===== src/rtl/sse_pkg.sv =====
// Shared types, constants and helper functions for the string escape encoder.
`timescale 1ns / 1ps
`default_nettype none
package sse_pkg;

    // Depth of the work queue between the decoder and the expander.
    localparam int QUEUE_DEPTH = 4;

    // Width of a gathered codepoint.
    localparam int CODE_W = 21;

    // Codepoint written for any malformed or truncated sequence ('?').
    localparam logic [CODE_W-1:0] QMARK_CODE = 21'h00003F;

    // Kinds of work handed from the decoder to the expander.
    localparam logic [1:0] JOB_CHAR = 2'd0;  // one byte as it is
    localparam logic [1:0] JOB_PAIR = 2'd1;  // backslash plus letter
    localparam logic [1:0] JOB_CODE = 2'd2;  // \u plus 4 to 6 hex digits

    // Fixed characters of the output.
    localparam logic [7:0] CH_BSLASH = 8'h5C;
    localparam logic [7:0] CH_U      = 8'h75;

    // UTF-8 byte classes.
    localparam logic [7:0] CONT_MASK  = 8'hC0;
    localparam logic [7:0] CONT_TAG   = 8'h80;
    localparam logic [7:0] LEAD2_MASK = 8'hE0;
    localparam logic [7:0] LEAD2_TAG  = 8'hC0;
    localparam logic [7:0] LEAD3_MASK = 8'hF0;
    localparam logic [7:0] LEAD3_TAG  = 8'hE0;
    localparam logic [7:0] LEAD4_MASK = 8'hF8;
    localparam logic [7:0] LEAD4_TAG  = 8'hF0;

    // One unit of work: what to print for one input byte.
    typedef struct packed {
        logic [1:0]        kind;
        logic [CODE_W-1:0] data;
        logic              last;   // word closes the text
    } sse_job_t;

    // Letter that follows the backslash for a short escape, zero if none.
    function automatic logic [7:0] escape_letter(input logic [7:0] b);
        logic [7:0] r;
        case (b)
            8'h00: r = 8'h30;  // '0'
            8'h07: r = 8'h61;  // 'a'
            8'h08: r = 8'h62;  // 'b'
            8'h0C: r = 8'h66;  // 'f'
            8'h0A: r = 8'h6E;  // 'n'
            8'h0D: r = 8'h72;  // 'r'
            8'h09: r = 8'h74;  // 't'
            8'h0B: r = 8'h76;  // 'v'
            8'h27: r = 8'h27;
            8'h22: r = 8'h22;
            8'h5C: r = 8'h5C;
            default: r = 8'h00;
        endcase
        return r;
    endfunction

    // Upper-case hex digit.
    function automatic logic [7:0] hex_digit(input logic [3:0] n);
        logic [7:0] r;
        if (n < 4'd10) begin
            r = 8'h30 + {4'h0, n};
        end else begin
            r = 8'h37 + {4'h0, n};
        end
        return r;
    endfunction

endpackage
`default_nettype wire


===== src/rtl/sse_front.sv =====
// UTF-8 decoder and byte classifier: turns each input word into queue work.
`timescale 1ns / 1ps
`default_nettype none
module sse_front (
    input  wire                  aclk,
    input  wire                  aresetn,
    input  wire                  in_fire,
    input  wire [7:0]            text_byte,
    input  wire                  text_last,
    output logic                 push,
    output sse_pkg::sse_job_t    job
);
    import sse_pkg::*;

    logic [1:0]        cont_reg,  cont_next;
    logic [CODE_W-1:0] accum_reg, accum_next;
    logic              ok_reg,    ok_next;

    logic [7:0]        letter;
    logic              emit;

    // Decode one byte against the open sequence
    always_comb begin
        cont_next  = cont_reg;
        accum_next = accum_reg;
        ok_next    = ok_reg;
        emit       = 1'b0;
        job.kind   = JOB_CODE;
        job.data   = QMARK_CODE;
        job.last   = text_last;
        letter     = escape_letter(text_byte);

        if (cont_reg != 2'd0) begin
            // continuation byte of an open sequence
            ok_next    = ok_reg & ((text_byte & CONT_MASK) == CONT_TAG);
            accum_next = {accum_reg[CODE_W-7:0], text_byte[5:0]};
            cont_next  = cont_reg - 2'd1;
            if (cont_next == 2'd0) begin
                emit     = 1'b1;
                job.data = ok_next ? accum_next : QMARK_CODE;
            end else if (text_last) begin
                emit = 1'b1;
            end
        end else if (letter != 8'h00) begin
            emit     = 1'b1;
            job.kind = JOB_PAIR;
            job.data = {{(CODE_W-8){1'b0}}, letter};
        end else if (text_byte >= 8'h20 && text_byte < 8'h7F) begin
            emit     = 1'b1;
            job.kind = JOB_CHAR;
            job.data = {{(CODE_W-8){1'b0}}, text_byte};
        end else if (!text_byte[7]) begin
            // other control bytes
            emit     = 1'b1;
            job.data = {{(CODE_W-8){1'b0}}, text_byte};
        end else begin
            ok_next = 1'b1;
            if ((text_byte & LEAD2_MASK) == LEAD2_TAG) begin
                accum_next = {{(CODE_W-5){1'b0}}, text_byte[4:0]};
                cont_next  = 2'd1;
                emit       = text_last;
            end else if ((text_byte & LEAD3_MASK) == LEAD3_TAG) begin
                accum_next = {{(CODE_W-4){1'b0}}, text_byte[3:0]};
                cont_next  = 2'd2;
                emit       = text_last;
            end else if ((text_byte & LEAD4_MASK) == LEAD4_TAG) begin
                accum_next = {{(CODE_W-3){1'b0}}, text_byte[2:0]};
                cont_next  = 2'd3;
                emit       = text_last;
            end else begin
                // stray continuation or invalid lead
                emit = 1'b1;
            end
        end

        // end of text returns the decoder to its reset state
        if (text_last) begin
            cont_next  = 2'd0;
            accum_next = '0;
            ok_next    = 1'b1;
        end
    end

    assign push = in_fire & emit;

    always_ff @(posedge aclk) begin
        if (!aresetn) begin
            cont_reg  <= 2'd0;
            accum_reg <= '0;
            ok_reg    <= 1'b1;
        end else if (in_fire) begin
            cont_reg  <= cont_next;
            accum_reg <= accum_next;
            ok_reg    <= ok_next;
        end
    end

endmodule
`default_nettype wire


===== src/rtl/sse_queue.sv =====
// Small work queue between the decoder and the expander.
`timescale 1ns / 1ps
`default_nettype none
module sse_queue #(
    parameter int DEPTH = sse_pkg::QUEUE_DEPTH
) (
    input  wire                  aclk,
    input  wire                  aresetn,
    input  wire                  push,
    input  sse_pkg::sse_job_t    push_job,
    output logic                 full,
    input  wire                  pop,
    output logic                 head_valid,
    output sse_pkg::sse_job_t    head_job
);
    import sse_pkg::*;

    localparam int PW = (DEPTH > 1) ? $clog2(DEPTH) : 1;
    localparam int CW = $clog2(DEPTH + 1);

    sse_job_t        entry_reg [DEPTH];
    logic [PW-1:0]   wr_ptr_reg, wr_ptr_next;
    logic [PW-1:0]   rd_ptr_reg, rd_ptr_next;
    logic [CW-1:0]   count_reg,  count_next;
    logic            do_push, do_pop;

    assign full       = (count_reg == CW'(DEPTH));
    assign head_valid = (count_reg != '0);
    assign head_job   = entry_reg[rd_ptr_reg];
    assign do_push    = push & ~full;
    assign do_pop     = pop & head_valid;

    // Pointer and fill bookkeeping
    always_comb begin
        wr_ptr_next = wr_ptr_reg;
        rd_ptr_next = rd_ptr_reg;
        count_next  = count_reg;
        if (do_push) begin
            wr_ptr_next = (wr_ptr_reg == PW'(DEPTH - 1)) ? '0 : wr_ptr_reg + PW'(1);
        end
        if (do_pop) begin
            rd_ptr_next = (rd_ptr_reg == PW'(DEPTH - 1)) ? '0 : rd_ptr_reg + PW'(1);
        end
        if (do_push && !do_pop) begin
            count_next = count_reg + CW'(1);
        end else if (do_pop && !do_push) begin
            count_next = count_reg - CW'(1);
        end
    end

    always_ff @(posedge aclk) begin
        if (!aresetn) begin
            wr_ptr_reg <= '0;
            rd_ptr_reg <= '0;
            count_reg  <= '0;
        end else begin
            wr_ptr_reg <= wr_ptr_next;
            rd_ptr_reg <= rd_ptr_next;
            count_reg  <= count_next;
        end
    end

    // Storage
    always_ff @(posedge aclk) begin
        if (do_push) begin
            entry_reg[wr_ptr_reg] <= push_job;
        end
    end

endmodule
`default_nettype wire


===== src/rtl/sse_back.sv =====
// Expander: spells out one queued job as output words, one per cycle while m_ready does not stall it.
`timescale 1ns / 1ps
`default_nettype none
module sse_back (
    input  wire                  aclk,
    input  wire                  aresetn,
    input  wire                  head_valid,
    input  sse_pkg::sse_job_t    head_job,
    output logic                 pop,
    output logic                 m_valid,
    input  wire                  m_ready,
    output logic [7:0]           m_esc_char,
    output logic                 m_run_last,
    output logic                 m_text_end
);
    import sse_pkg::*;

    logic [2:0]  idx_reg, idx_next;
    logic [2:0]  end_idx;
    logic [2:0]  digit_pos;
    logic [3:0]  nibble;
    logic [7:0]  cur_char;
    logic        last_byte;
    logic        out_free, emit;

    logic        valid_reg,    valid_next;
    logic [7:0]  char_reg;
    logic        run_last_reg;
    logic        text_end_reg;

    // Index of the job's final output byte
    always_comb begin
        case (head_job.kind)
            JOB_CHAR: end_idx = 3'd0;
            JOB_PAIR: end_idx = 3'd1;
            JOB_CODE: begin
                if (head_job.data > 21'h0FFFFF) begin
                    end_idx = 3'd7;
                end else if (head_job.data > 21'h00FFFF) begin
                    end_idx = 3'd6;
                end else begin
                    end_idx = 3'd5;
                end
            end
            default: end_idx = 3'd0;
        endcase
    end

    // Pick the hex nibble, most significant first
    assign digit_pos = end_idx - idx_reg;
    always_comb begin
        case (digit_pos)
            3'd0: nibble = head_job.data[3:0];
            3'd1: nibble = head_job.data[7:4];
            3'd2: nibble = head_job.data[11:8];
            3'd3: nibble = head_job.data[15:12];
            3'd4: nibble = head_job.data[19:16];
            3'd5: nibble = {3'b000, head_job.data[20]};
            default: nibble = 4'h0;
        endcase
    end

    // Byte for the current position
    always_comb begin
        case (head_job.kind)
            JOB_CHAR: cur_char = head_job.data[7:0];
            JOB_PAIR: cur_char = (idx_reg == 3'd0) ? CH_BSLASH : head_job.data[7:0];
            JOB_CODE: begin
                if (idx_reg == 3'd0) begin
                    cur_char = CH_BSLASH;
                end else if (idx_reg == 3'd1) begin
                    cur_char = CH_U;
                end else begin
                    cur_char = hex_digit(nibble);
                end
            end
            default: cur_char = head_job.data[7:0];
        endcase
    end

    assign out_free  = ~valid_reg | m_ready;
    assign emit      = head_valid & out_free;
    assign last_byte = (idx_reg == end_idx);
    assign pop       = emit & last_byte;

    always_comb begin
        idx_next = idx_reg;
        if (pop) begin
            idx_next = 3'd0;
        end else if (emit) begin
            idx_next = idx_reg + 3'd1;
        end
        valid_next = out_free ? emit : valid_reg;
    end

    always_ff @(posedge aclk) begin
        if (!aresetn) begin
            idx_reg   <= 3'd0;
            valid_reg <= 1'b0;
        end else begin
            idx_reg   <= idx_next;
            valid_reg <= valid_next;
        end
    end

    // Output register payload
    always_ff @(posedge aclk) begin
        if (emit) begin
            char_reg     <= cur_char;
            run_last_reg <= last_byte;
            text_end_reg <= last_byte & head_job.last;
        end
    end

    assign m_valid    = valid_reg;
    assign m_esc_char = char_reg;
    assign m_run_last = run_last_reg;
    assign m_text_end = text_end_reg;

endmodule
`default_nettype wire


===== src/rtl/string_escape_encoder.sv =====
// Top level of the string escape encoder: decoder, work queue and expander.
//
// Usage:
//   Input channel s_*: one raw text byte per word (s_text_byte), with
//   s_text_last on the final byte of a text. Output channel m_*: one byte of
//   the escaped text per word (m_esc_char); m_run_last marks the last byte
//   produced for an input byte, m_text_end the last byte of the whole text.
//   Both channels use valid/ready.
// Throughput: one input byte per cycle while each byte expands to a single output
//   byte and m_ready stays high; an input byte that expands to N bytes (up to 8 for
//   \uXXXXXX) occupies the expander for all of them, one output byte per cycle while m_ready is high.
//   Bytes inside an open UTF-8 sequence produce nothing.
// Path: an accepted input word is written into the work queue, then its first
//   output byte is registered in the expander's output register.
// Stalls: the expander holds its output register while m_ready is low; the
//   decoder keeps accepting until the work queue (QUEUE_DEPTH entries) fills,
//   then drops s_ready.
// Reset: aresetn clears the queue, the output valid flag and the decoder state;
//   no clearing pass is needed, s_ready is high once the queue count is cleared.
`timescale 1ns / 1ps
`default_nettype none
module string_escape_encoder #(
    parameter int QUEUE_DEPTH = sse_pkg::QUEUE_DEPTH
) (
    input  wire         aclk,
    input  wire         aresetn,
    input  wire         s_valid,
    output logic        s_ready,
    input  wire [7:0]   s_text_byte,
    input  wire         s_text_last,
    output logic        m_valid,
    input  wire         m_ready,
    output logic [7:0]  m_esc_char,
    output logic        m_run_last,
    output logic        m_text_end
);
    import sse_pkg::*;

    sse_job_t  push_job;
    sse_job_t  head_job;
    logic      push, full, pop, head_valid, in_fire;

    assign s_ready = ~full;
    assign in_fire = s_valid & ~full;

    sse_front u_front (
        .aclk      (aclk),
        .aresetn   (aresetn),
        .in_fire   (in_fire),
        .text_byte (s_text_byte),
        .text_last (s_text_last),
        .push      (push),
        .job       (push_job)
    );

    sse_queue #(
        .DEPTH (QUEUE_DEPTH)
    ) u_queue (
        .aclk       (aclk),
        .aresetn    (aresetn),
        .push       (push),
        .push_job   (push_job),
        .full       (full),
        .pop        (pop),
        .head_valid (head_valid),
        .head_job   (head_job)
    );

    sse_back u_back (
        .aclk       (aclk),
        .aresetn    (aresetn),
        .head_valid (head_valid),
        .head_job   (head_job),
        .pop        (pop),
        .m_valid    (m_valid),
        .m_ready    (m_ready),
        .m_esc_char (m_esc_char),
        .m_run_last (m_run_last),
        .m_text_end (m_text_end)
    );

endmodule
`default_nettype wire


===== config.mk =====
export PLATFORM = sky130hd
export DESIGN_NAME = string_escape_encoder
export DESIGN_NICKNAME = d
export VERILOG_FILES = /design/src/rtl/sse_pkg.sv /design/src/rtl/sse_front.sv /design/src/rtl/sse_queue.sv /design/src/rtl/sse_back.sv /design/src/rtl/string_escape_encoder.sv
export SDC_FILE = /design/constraint.sdc
export NUM_CORES = 1
export LEC_CHECK = 0
export BUFFER_PORTS_ARGS = -buffer_cell sky130_fd_sc_hd__buf_2
export CORE_ASPECT_RATIO = 1.5
export CORE_MARGIN = 2
export CORE_UTILIZATION = 50
export DETAILED_ROUTE_END_ITERATION = 8
export PLACE_DENSITY_LB_ADDON = 0.05
export SLEW_MARGIN = 20
export SYNTH_ARGS = -nofsm -noshare
export SYNTH_HDL_FRONTEND = slang
export SYNTH_HIERARCHICAL = 1
export SYNTH_SLANG_ARGS = --single-unit

===== constraint.sdc =====
create_clock -name aclk -period 7.4 [get_ports aclk]
set_clock_uncertainty 0.1 [all_clocks]
set_input_delay 0.37 -clock aclk [delete_from_list [all_inputs] [get_ports aclk]]
set_output_delay 0.37 -clock aclk [all_outputs]
set_load 0.005 [all_outputs]

# [Word level (Yosys, flattened, before mapping)]
# Memory sizes are Yosys's and may differ from the RTL's. A register that Yosys moved wholly into a read port is not among the register bits.
# Index checks and enable logic that the tools add are counted.
[op_classes] add_sub_neg=9 n_mul=0 div=0 n_lt_le_gt_ge=5 eq_ne=28 shift=0 n_mux=56 bitwise_logic=12 reduce_logical=18
[op_table] operator="two-way mux 15 bit" n=8
[op_table] operator="two-way mux 21 bit" n=4
[op_table] operator="one-hot mux 7 bit (11 select lines)" n=1
[op_table] operator="equality test 8 x 4 -> 1 bit, second input constant" n=6
[op_table] operator="two-way mux 8 bit" n=4
[op_table] operator="two-way mux 2 bit" n=15
[op_table] operator="one-hot mux 4 bit (6 select lines)" n=1
[op_table] operator="two-way mux 23 bit" n=1
[op_table] operator="greater-than comparator 21 x 16 -> 1 bit, second input constant" n=1
[op_table] operator="greater-than comparator 21 x 20 -> 1 bit, second input constant" n=1
[op_table] operator="equality test 8 x 6 -> 1 bit, second input constant" n=2
[op_table] operator="two-way mux 1 bit" n=16
[op_table] operator="one-hot mux 8 bit (2 select lines)" n=1
[op_table] operator="adder 6 x 4 -> 7 bit, first input constant" n=2
[op_table] operator="equality test 3 bit, second input constant" n=4
[op_table] operator="two-way mux 3 bit" n=3
[op_table] operator="bitwise AND 1 bit" n=8
[op_table] operator="equality test 2 bit, second input constant" n=4
[op_table] operator="equality test 8 x 3 -> 1 bit, second input constant" n=1
[op_table] operator="equality test 8 x 7 -> 1 bit, second input constant" n=1
[op_table] operator="greater-or-equal comparator 8 x 6 -> 1 bit, second input constant" n=1
[op_table] operator="logical NOT 8 bit" n=1
[op_table] operator="< comparator 8 x 7 -> 1 bit, second input constant" n=1
[op_table] operator="nonzero test 8 bit" n=1
[op_table] operator="27 further kinds" n=40
[word_totals] regBits=39 latchBits=0 ram_bits=96 mem_bits_ro=0 inputBits=13 wordCells=140 n_memories=1
[memory_table] name="u_queue.entry_reg" words=4 width=24 rd=1 rd_clocked_by_memory_dff=1 wr=1 line="sse_queue.sv:21" rtl="sse_job_t entry_reg [DEPTH];"

# [Longest topological paths before layout]
# Gate-level depths: netlist of run 1.
[logic_depth] ltp_word=14 ltp_mapped=18

# [Modules after synthesis]
# Netlist of run 1, hierarchy kept.
[by_module_without_submodules] module="sse_queue" n_inst=1 cells_each=177 area_each_um2=3967.6 seq_area_each_um2=3062.9
[by_module_without_submodules] module="sse_front" n_inst=1 cells_each=178 area_each_um2=1391.3 seq_area_each_um2=360.3
[by_module_without_submodules] module="sse_back" n_inst=1 cells_each=126 area_each_um2=1149.9 seq_area_each_um2=380.4
[by_module_without_submodules] module="string_escape_encoder" n_inst=1 cells_each=2 area_each_um2=10.0 seq_area_each_um2=0.0

# [Worst setup path before layout of run 1]
# OpenSTA, ideal clock, no wires.
[synth_timing] path_kind="register -> register" start="register (tool-made name)" end="register u_queue.count_reg[2]" setup_time_ns=0.076 arrival_ns=3.944 required_ns=7.224 slack_ns=3.281 stages_incl_launch_ff=18 n_path_buf=3 path_cell_list="dfxtp_1 -> buf_6 -> buf_6 -> mux4_2 -> or4_1 -> a21boi_0 -> o21bai_1 -> ha_1 -> clkbuf_1 -> nand3_1 -> nor2_1 -> o31ai_1 -> ha_1 -> inv_1 -> fa_1 -> xor2_1 -> or3_1 -> a21boi_0"
[synth_lines] element="to (signal assigned)" line="sse_queue.sv:59" rtl="count_reg <= count_next;"
[synth_lines] element="to (decl)" line="sse_queue.sv:24" rtl="logic [CW-1:0] count_reg, count_next;"

==> results.rst, run 1 <==
.. list-table::
   :header-rows: 1

   * - Metric
     - Value
   * - Status
     - finished, final reports clean
   * - First-pass GRT wire length
     - 21100 µm
   * - Leakage
     - 2.59 nW
   * - Clock edge transition at the registers on the reported setup and hold paths
     - 0.06 ns
   * - Crit-path max FO
     - 11
   * - Yosys synthesis warning count
     - 6
   * - Hold Crit Class
     - input port to flip-flop
   * - Crit path max-delay family
     - adder cells
   * - RSZ-0062 raised after global routing
     - false
   * - Combinational family with the most area after synthesis
     - simple AND/OR/NAND/NOR gates
   * - Total die area
     - 14000 µm²
   * - Signal arrival time at the worst endpoint
     - 4.89 ns
   * - Cell Rows
     - 51
   * - Initial Util
     - 50.6%
   * - Number of top-level design ports
     - 25
   * - Clock sinks
     - 137
   * - Total power draw
     - 2.94 mW
   * - Via density
     - 5.81
   * - Number of iterations in the first detailed-routing pass
     - 4
   * - Data required, critical path
     - 7.65 ns
   * - Number of maximum-capacitance violations
     - 0
   * - Setup TNS
     - 0 ns
   * - Final clock period utilization by the worst path
     - 62.8%
   * - Actual slew at the worst max-slew pin
     - 0.841 ns
   * - Gp weighted congestion
     - 0.835
   * - Residual overflow from global routing
     - 0
   * - Layout overhead on the synthesized area
     - 13.0%
   * - Post-detailed-placement half-perimeter wirelength
     - 9030 µm
   * - Standard cell with the maximum stage delay on the critical path
     - sky130_fd_sc_hd__dfxtp_1
   * - Root buf cell
     - sky130_fd_sc_hd__clkbuf_16
   * - Floorplan core area
     - 12900 µm²
   * - Fraction of final layout cells sized beyond drive strength 1
     - 19.1%
   * - Fmax
     - 0.215 GHz
   * - Number of standard cells after synthesis
     - 483
   * - Number of post-CTS setup repair buffers
     - 0
   * - Setup-violating endpoint count in the final report
     - 0
   * - Area fraction in compound gates after synthesis
     - 9.67%
   * - Share of cell area taken by muxes after synthesis
     - 11.1%
   * - Dominant cell by count in the synthesized netlist
     - sky130_fd_sc_hd__edfxtp_1
   * - Final WL
     - 13300 µm
   * - Number of enable flip-flop cells after synthesis
     - 106
   * - Final Hold Violating Endpoints
     - 0
   * - Max incr delay on CP
     - 0.80 ns
   * - # hold bufs at CTS
     - 0
   * - Clock insertion delay at the later pin of the skew report
     - 0.42 ns
   * - Number of global-route vias before repair
     - 4074
   * - Worst path bufs/invs
     - 1
   * - Number of flip-flops in the largest register
     - 96
   * - Share of Yosys cell area claimed by the top area cell type
     - 48.8%
   * - Worst setup SP type
     - flip-flop
   * - Max-slew violations
     - 0
   * - Layout Utilization
     - 57.1%
   * - Syn nets
     - 511
   * - DR iter-0 viols
     - 231
   * - Post-Syn Area
     - 6520 µm²
   * - Max-slew headroom at the worst pin
     - 43.9%
   * - IO Port Bufs
     - 24
   * - H-tree depth reported by CTS
     - 4
   * - Max rail drop VDD
     - 0.000155 V
   * - Final Critical Period
     - 4.65 ns
   * - Cell type with the highest aggregate area in the netlist
     - sky130_fd_sc_hd__edfxtp_1
   * - Total power divided by cell area
     - 399 nW/µm²
   * - Sort of element at the end of the critical path
     - flip-flop
   * - Worst-case clock buffer depth
     - 2
   * - Largest net degree at the start of global routing
     - 34
   * - Mean routed wirelength per cell
     - 19.6 µm
   * - Antenna violation net count after detailed routing
     - 0
   * - Total global routing track utilization
     - 20.1%
   * - Number of vias in the routed layout
     - 3945
   * - Antenna violations before repair
     - 0
   * - Top cells by area, synth
     - sky130_fd_sc_hd__edfxtp_1 49%, sky130_fd_sc_hd__dfxtp_1 9.5%, sky130_fd_sc_hd__mux4_2 7.3%, sky130_fd_sc_hd__ha_1 2.5%, sky130_fd_sc_hd__and2_1 2.0%
   * - Type of the worst setup path
     - flip-flop to flip-flop
   * - Count of different cell masters after synthesis
     - 64
   * - Die width
     - 97.2 µm
   * - Post-synthesis simple-gate area fraction
     - 12.6%
   * - Synthesized-area fraction occupied by xor and xnor cells
     - 1.17%
   * - Die height
     - 144 µm
   * - Post-synth ARST share
     - 0%
   * - Post-CTS Resized
     - 0
   * - CTS Buf Count
     - 17
   * - Avg Synthesized Cell Area
     - 13.5 µm²
   * - Yosys reg bits
     - 137
   * - Cell-by-cell listing of the critical path
     - mux4_2 > or4_1 > a21boi_0 > o21bai_1 > ha_1 > nand3_1 > nor2_1 > o31ai_1 > ha_1 > inv_1 > fa_1 > xor2_1 > or3_1 > a21boi_0
   * - Most frequent cells after synthesis
     - 106 x sky130_fd_sc_hd__edfxtp_1, 32 x sky130_fd_sc_hd__nand2_1, 31 x sky130_fd_sc_hd__dfxtp_1
   * - Adder and majority cell fraction of the synthesized area
     - 3.11%
   * - Nets
     - 534
   * - Ys flop type
     - sky130_fd_sc_hd__edfxtp_1
   * - Remaining design rule violation count
     - 0
   * - TritonCTS clock tree
     - yes
   * - Sequential fraction of the synthesis area
     - 58.3%
-- metal layers --
layer,track usage (%),routed length [µm]
met2,37.1,7130
met1,21.9,5420
met4,8.92,374
met5,0,0
met3,4.62,386
-- layout make-up --
cell class | count | area, µm²
Antenna cell | 1 | 2.50
Clock buffer | 21 | 460
Clock inverter | 11 | 169
Fill cell | 1072 | 5530
Inverter | 22 | 82.6
Multi-Input combinational cell | 295 | 2460
Sequential cell | 137 | 3800
Tap cell | 159 | 199
Timing Repair Buffer | 33 | 188
-- cells by family after synthesis --
family,count (synthesis)
multiplexers,39
adder cells (fa/ha/maj),15
AND/OR/NAND/NOR,144
buffers and inverters,51
AO/OA/AOI/OAI,90
XOR/XNOR,7
flip-flops,137
-- cell usage in the layout, fill, tap and decap left out, types with 17 or more instances in the layout --
cell	Yosys	layout
sky130_fd_sc_hd__edfxtp_1	106	106
sky130_fd_sc_hd__nand2_1	32	32
sky130_fd_sc_hd__dfxtp_1	31	31
sky130_fd_sc_hd__buf_2	8	24
sky130_fd_sc_hd__inv_1	22	22
sky130_fd_sc_hd__nor2_1	22	22
sky130_fd_sc_hd__mux4_2	21	21
sky130_fd_sc_hd__and2_1	21	21
sky130_fd_sc_hd__o21ai_0	19	19
sky130_fd_sc_hd__clkbuf_16	0	17
-- metrics by stage --
stage | area (µm²) | setup WS [ns] | hold WS, ns | std cells
CTS | 7360 | 2.68 | 0.160 | 678
global placement | 6730 | 2.80 | 0.349 | 646
detailed placement | 6730 | 2.69 | 0.345 | 646
floorplan | 6520 | 3.28 | 0.326 | 483
finish | 7360 | 2.75 | 0.178 | 679
global route | 7360 | 2.39 | 0.183 | 678
-- worst reg2reg max path, cell delays in order, from the launching register on --
cell and delay [ns]:
sky130_fd_sc_hd__dfxtp_1 0.80, sky130_fd_sc_hd__mux4_2 0.61, sky130_fd_sc_hd__or4_1 0.54, sky130_fd_sc_hd__a21boi_0 0.20, sky130_fd_sc_hd__o21bai_1 0.08, sky130_fd_sc_hd__ha_1 0.44, sky130_fd_sc_hd__nand3_1 0.21, sky130_fd_sc_hd__nor2_1 0.05
sky130_fd_sc_hd__o31ai_1 0.15, sky130_fd_sc_hd__ha_1 0.30, sky130_fd_sc_hd__inv_1 0.06, sky130_fd_sc_hd__fa_1 0.38, sky130_fd_sc_hd__xor2_1 0.18, sky130_fd_sc_hd__or3_1 0.31, sky130_fd_sc_hd__a21boi_0 0.15
-- report_power, final --
part,switching (mW),internal [mW]
Combinational,0.566,0.440
Sequential,0.0555,0.981
Clock,0.315,0.581
Total,0.937,2.00
-- worst paths after layout --
| kind | startpoint | to | slack (ns) | cells past startpoint |
|---|---|---|---|---|
| setup / recovery | flip-flop | u_queue/count_reg[2]$_SDFFE_PN0P_ | 2.75 | 14 |
| hold / removal | m_ready | u_back/m_valid$_SDFFE_PN0N_ | 0.18 | 3 |
| setup reg to reg | flip-flop | u_queue/count_reg[2]$_SDFFE_PN0P_ | 2.75 | 14 |
| hold reg to reg | u_front/accum_reg[10]$_SDFFE_PN0P_ | u_front/accum_reg[10]$_SDFFE_PN0P_ | 0.35 | 2 |
Note: power is estimated with default switching activity, not from simulation.
==> run 2, diff against run 1 <==
- clock period: 7.4 -> 4.7 ns (I/O delays scaled with it)
==> run 2 against run 1 <==
Compared with the run above:
- die area unchanged
- non-clock buffer count rose by 5
- flip-flop and latch count unchanged
- sequential share of layout area barely moved
==> results.rst, run 2 (synthesized netlist as in run 1, its figures left out) <==
.. list-table::
   :header-rows: 1

   * - Metric
     - Value
   * - Floorplan core area
     - 12900 µm² (unchanged)
   * - Root buf cell
     - sky130_fd_sc_hd__clkbuf_16 (unchanged)
   * - Setup TNS
     - 0 ns (unchanged)
   * - Hold Crit Class
     - input port to flip-flop (unchanged)
   * - Max rail drop VDD
     - 0.000277 V (was 0.000155 V)
   * - Layout Utilization
     - 57.2% (was 57.1%)
   * - Mean routed wirelength per cell
     - 19.7 µm (was 19.6 µm)
   * - Worst-case register-to-register setup slack
     - 0.31 ns (was 2.75 ns)
   * - Leakage
     - 2.60 nW (was 2.59 nW)
   * - Most common cell after layout, fill and taps aside
     - sky130_fd_sc_hd__edfxtp_1 (unchanged)
   * - Reg2Reg Depth
     - 13 (was 14)
   * - Total global routing track utilization
     - 19.8% (was 20.1%)
   * - Type of the worst setup path
     - flip-flop to flip-flop (unchanged)
   * - Die width
     - 97.2 µm (unchanged)
   * - Clock insertion delay at the later pin of the skew report
     - 0.41 ns (was 0.42 ns)
   * - RSZ-0062 raised after global routing
     - false (unchanged)
   * - Clock edge transition at the registers on the reported setup and hold paths
     - 0.06 ns (about the same)
   * - Number of global-route vias before repair
     - 3942 (was 4074)
   * - Post-placement cell count
     - 651 (was 646)
   * - Post-detailed-placement half-perimeter wirelength
     - 9330 µm (was 9030 µm)
   * - Met2 track utilization from global routing
     - 36.5% (was 37.1%)
   * - Relative contribution of the clock network to total power
     - 29.3% (was 30.5%)
   * - Max-slew violations
     - 0 (unchanged)
   * - Number of vias in the routed layout
     - 3938 (was 3945)
   * - Cell depth of the worst min-delay path
     - 3 (unchanged)
   * - # hold bufs at CTS
     - 0 (unchanged)
   * - Status
     - finished, final reports clean (unchanged)
   * - Number of standard cells in the final layout excluding fillers
     - 683 (was 679)
   * - Antenna violation net count after detailed routing
     - 0 (unchanged)
   * - Total power divided by cell area
     - 625 nW/µm² (was 399 nW/µm²)
   * - Clock sinks
     - 137 (unchanged)
   * - Fin Hold WS
     - 0.0319 ns (was 0.178 ns)
   * - Met3 demand-to-capacity share in global routing
     - 4.38% (was 4.62%)
   * - Cell Rows
     - 51 (unchanged)
   * - Initial Util
     - 50.6% (unchanged)
   * - Data required, critical path
     - 4.75 ns (was 7.65 ns)
   * - Fmax
     - 0.228 GHz (was 0.215 GHz)
   * - Largest net degree at the start of global routing
     - 34 (unchanged)
   * - TritonCTS clock tree
     - yes (unchanged)
   * - Worst-case clock buffer depth
     - 2 (unchanged)
   * - Number of flip-flops in the largest register
     - 96 (unchanged)
   * - Antenna violations before repair
     - 0 (unchanged)
   * - Gp weighted congestion
     - 0.843 (was 0.835)
   * - Fraction of final layout cells sized beyond drive strength 1
     - 20.0% (was 19.1%)
   * - Antenna diodes
     - 0 (was 1)
   * - Remaining design rule violation count
     - 0 (unchanged)
   * - Cell-internal power
     - 3.10 mW (was 2.00 mW)
   * - Sort of element at the end of the critical path
     - flip-flop (unchanged)
   * - Terminus of the critical flop-to-flop path
     - u_back/m_esc_char[6]$_DFFE_PP_ (was u_queue/count_reg[2]$_SDFFE_PN0P_)
   * - Residual overflow from global routing
     - 0 (unchanged)
   * - Number of post-CTS setup repair buffers
     - 0 (unchanged)
   * - CTS Buf Count
     - 17 (unchanged)
   * - Seq pwr share
     - 35.3% (about the same)
   * - Max-slew headroom at the worst pin
     - 45.5% (was 43.9%)
   * - Die height
     - 144 µm (unchanged)
   * - H-tree depth reported by CTS
     - 4 (unchanged)
   * - Layout overhead on the synthesized area
     - 13.1% (was 13.0%)
   * - Net switching share of the total power
     - 32.8% (was 31.9%)
   * - Total die area
     - 14000 µm² (unchanged)
   * - Final clock period utilization by the worst path
     - 93.4% (was 62.8%)
   * - IO Port Bufs
     - 24 (unchanged)
   * - Via density
     - 5.77 (was 5.81)
   * - Number of iterations in the first detailed-routing pass
     - 4 (unchanged)
   * - Psw
     - 1.51 mW (was 0.937 mW)
   * - Crit-path max FO
     - 12 (was 11)
   * - Worst min-delay path endpoint
     - u_back/m_valid$_SDFFE_PN0N_ (unchanged)
   * - Top library cells by usage in the layout, fill and taps aside
     - 106 x sky130_fd_sc_hd__edfxtp_1, 32 x sky130_fd_sc_hd__nand2_1, 30 x sky130_fd_sc_hd__dfxtp_1 (was 106 x sky130_fd_sc_hd__edfxtp_1, 32 x sky130_fd_sc_hd__nand2_1, 31 x sky130_fd_sc_hd__dfxtp_1)
   * - Nets
     - 539 (was 534)
   * - Worst hold start
     - m_ready (unchanged)
   * - Number of top-level design ports
     - 25 (unchanged)
   * - First-pass GRT wire length
     - 20800 µm (was 21100 µm)
   * - Combinational fraction of design power
     - 35.4% (was 34.2%)
   * - Number of maximum-capacitance violations
     - 0 (unchanged)
   * - Final Hold Violating Endpoints
     - 0 (unchanged)
   * - Signal arrival time at the worst endpoint
     - 4.44 ns (was 4.89 ns)
   * - Gr busiest metal
     - met2 (unchanged)
   * - Worst setup SP type
     - flip-flop (unchanged)
   * - Final WL
     - 13400 µm (was 13300 µm)
   * - Final Critical Period
     - 4.39 ns (was 4.65 ns)
   * - DR iter-0 viols
     - 186 (was 231)
   * - Setup-violating endpoint count in the final report
     - 0 (unchanged)
   * - Actual slew at the worst max-slew pin
     - 0.817 ns (was 0.841 ns)
   * - Met1 track utilization from global routing
     - 22.5% (was 21.9%)
## run 2: cell count changes in the layout (fill, tap and decap cells not counted), sizes merged
cell	change
buf	+5
clkbuf	-2
bufinv	-1
clkinv	+1
inv	+2
diode	-1
## run 2: stage by stage
step                setup slack [ns]  instance area, µm²  power (mW)
finish                         0.311                7370        4.61
global route                  0.0491                7370        4.85
CTS                            0.136                7370        4.64
detailed placement             0.161                6770        3.29
global placement               0.272                6770        3.27
floorplan                      0.581                6520        2.86
## run 2: cell type report
type	count	area (µm²)
flip-flops and latches	137	3800
well taps	159	199
repair buffers	38	225
inverters	22	82.6
clock inverters	13	169
fillers	1069	5520
multi-input cells	295	2460
clock buffers	19	433
## run 2: power groups by stage
| stage | sequential [mW] | clock [mW] | combinational, mW |
|---|---|---|---|
| final | 1.63 | 1.35 | 1.63 |
| after CTS | 1.63 | 1.37 | 1.64 |
| after global placement | 1.65 | 0 | 1.62 |
| after detailed placement | 1.66 | 0 | 1.63 |
| after global routing | 1.65 | 1.43 | 1.77 |
| after floorplan | 1.63 | 0 | 1.23 |
## run 2: critical path: stages, from the launching register on
cell	delay [ns]
sky130_fd_sc_hd__dfxtp_2	0.48
sky130_fd_sc_hd__buf_4	0.20
sky130_fd_sc_hd__mux4_2	0.51
sky130_fd_sc_hd__ha_1	0.41
sky130_fd_sc_hd__o21bai_1	0.16
sky130_fd_sc_hd__ha_1	0.17
sky130_fd_sc_hd__inv_1	0.05
sky130_fd_sc_hd__fa_1	0.79
sky130_fd_sc_hd__mux4_2	0.57
sky130_fd_sc_hd__nand2b_1	0.11
sky130_fd_sc_hd__o31ai_1	0.09
sky130_fd_sc_hd__o21ai_2	0.24
sky130_fd_sc_hd__nor2b_1	0.18
sky130_fd_sc_hd__o21ai_1	0.07
## run 2: per-layer routing
layer,vias up,part of all wire [%]
li1,1877,-
met1,1967,41
met2,73,54
met3,21,3.1
met4,0,2.4
met5,-,0
## run 2: repair_timing
item / 4_1_cts / 5_1_grt
gates resized for setup: 0 / 1
setup endpoints to repair: 0 / 4
endpoints found under the hold margin: 0 / 0
## run 2: worst max-delay path by stage
| stage | end | startpoint | slack [ns] | cells after the start |
|---|---|---|---|---|
| 6_report | u_back/m_esc_char[6]$_DFFE_PP_ | flip-flop | 0.31 | 13 |
| 3_5_place_dp | u_back/m_esc_char[6]$_DFFE_PP_ | flip-flop | 0.16 | 13 |
| 2_1_floorplan | u_queue/count_reg[2]$_SDFFE_PN0P_ | flip-flop | 0.58 | 17 |
| 5_1_grt | u_back/m_esc_char[6]$_DFFE_PP_ | flip-flop | 0.05 | 13 |
| 3_3_place_gp | u_back/m_esc_char[6]$_DFFE_PP_ | flip-flop | 0.27 | 13 |
| 4_1_cts | u_back/m_esc_char[6]$_DFFE_PP_ | flip-flop | 0.14 | 13 |
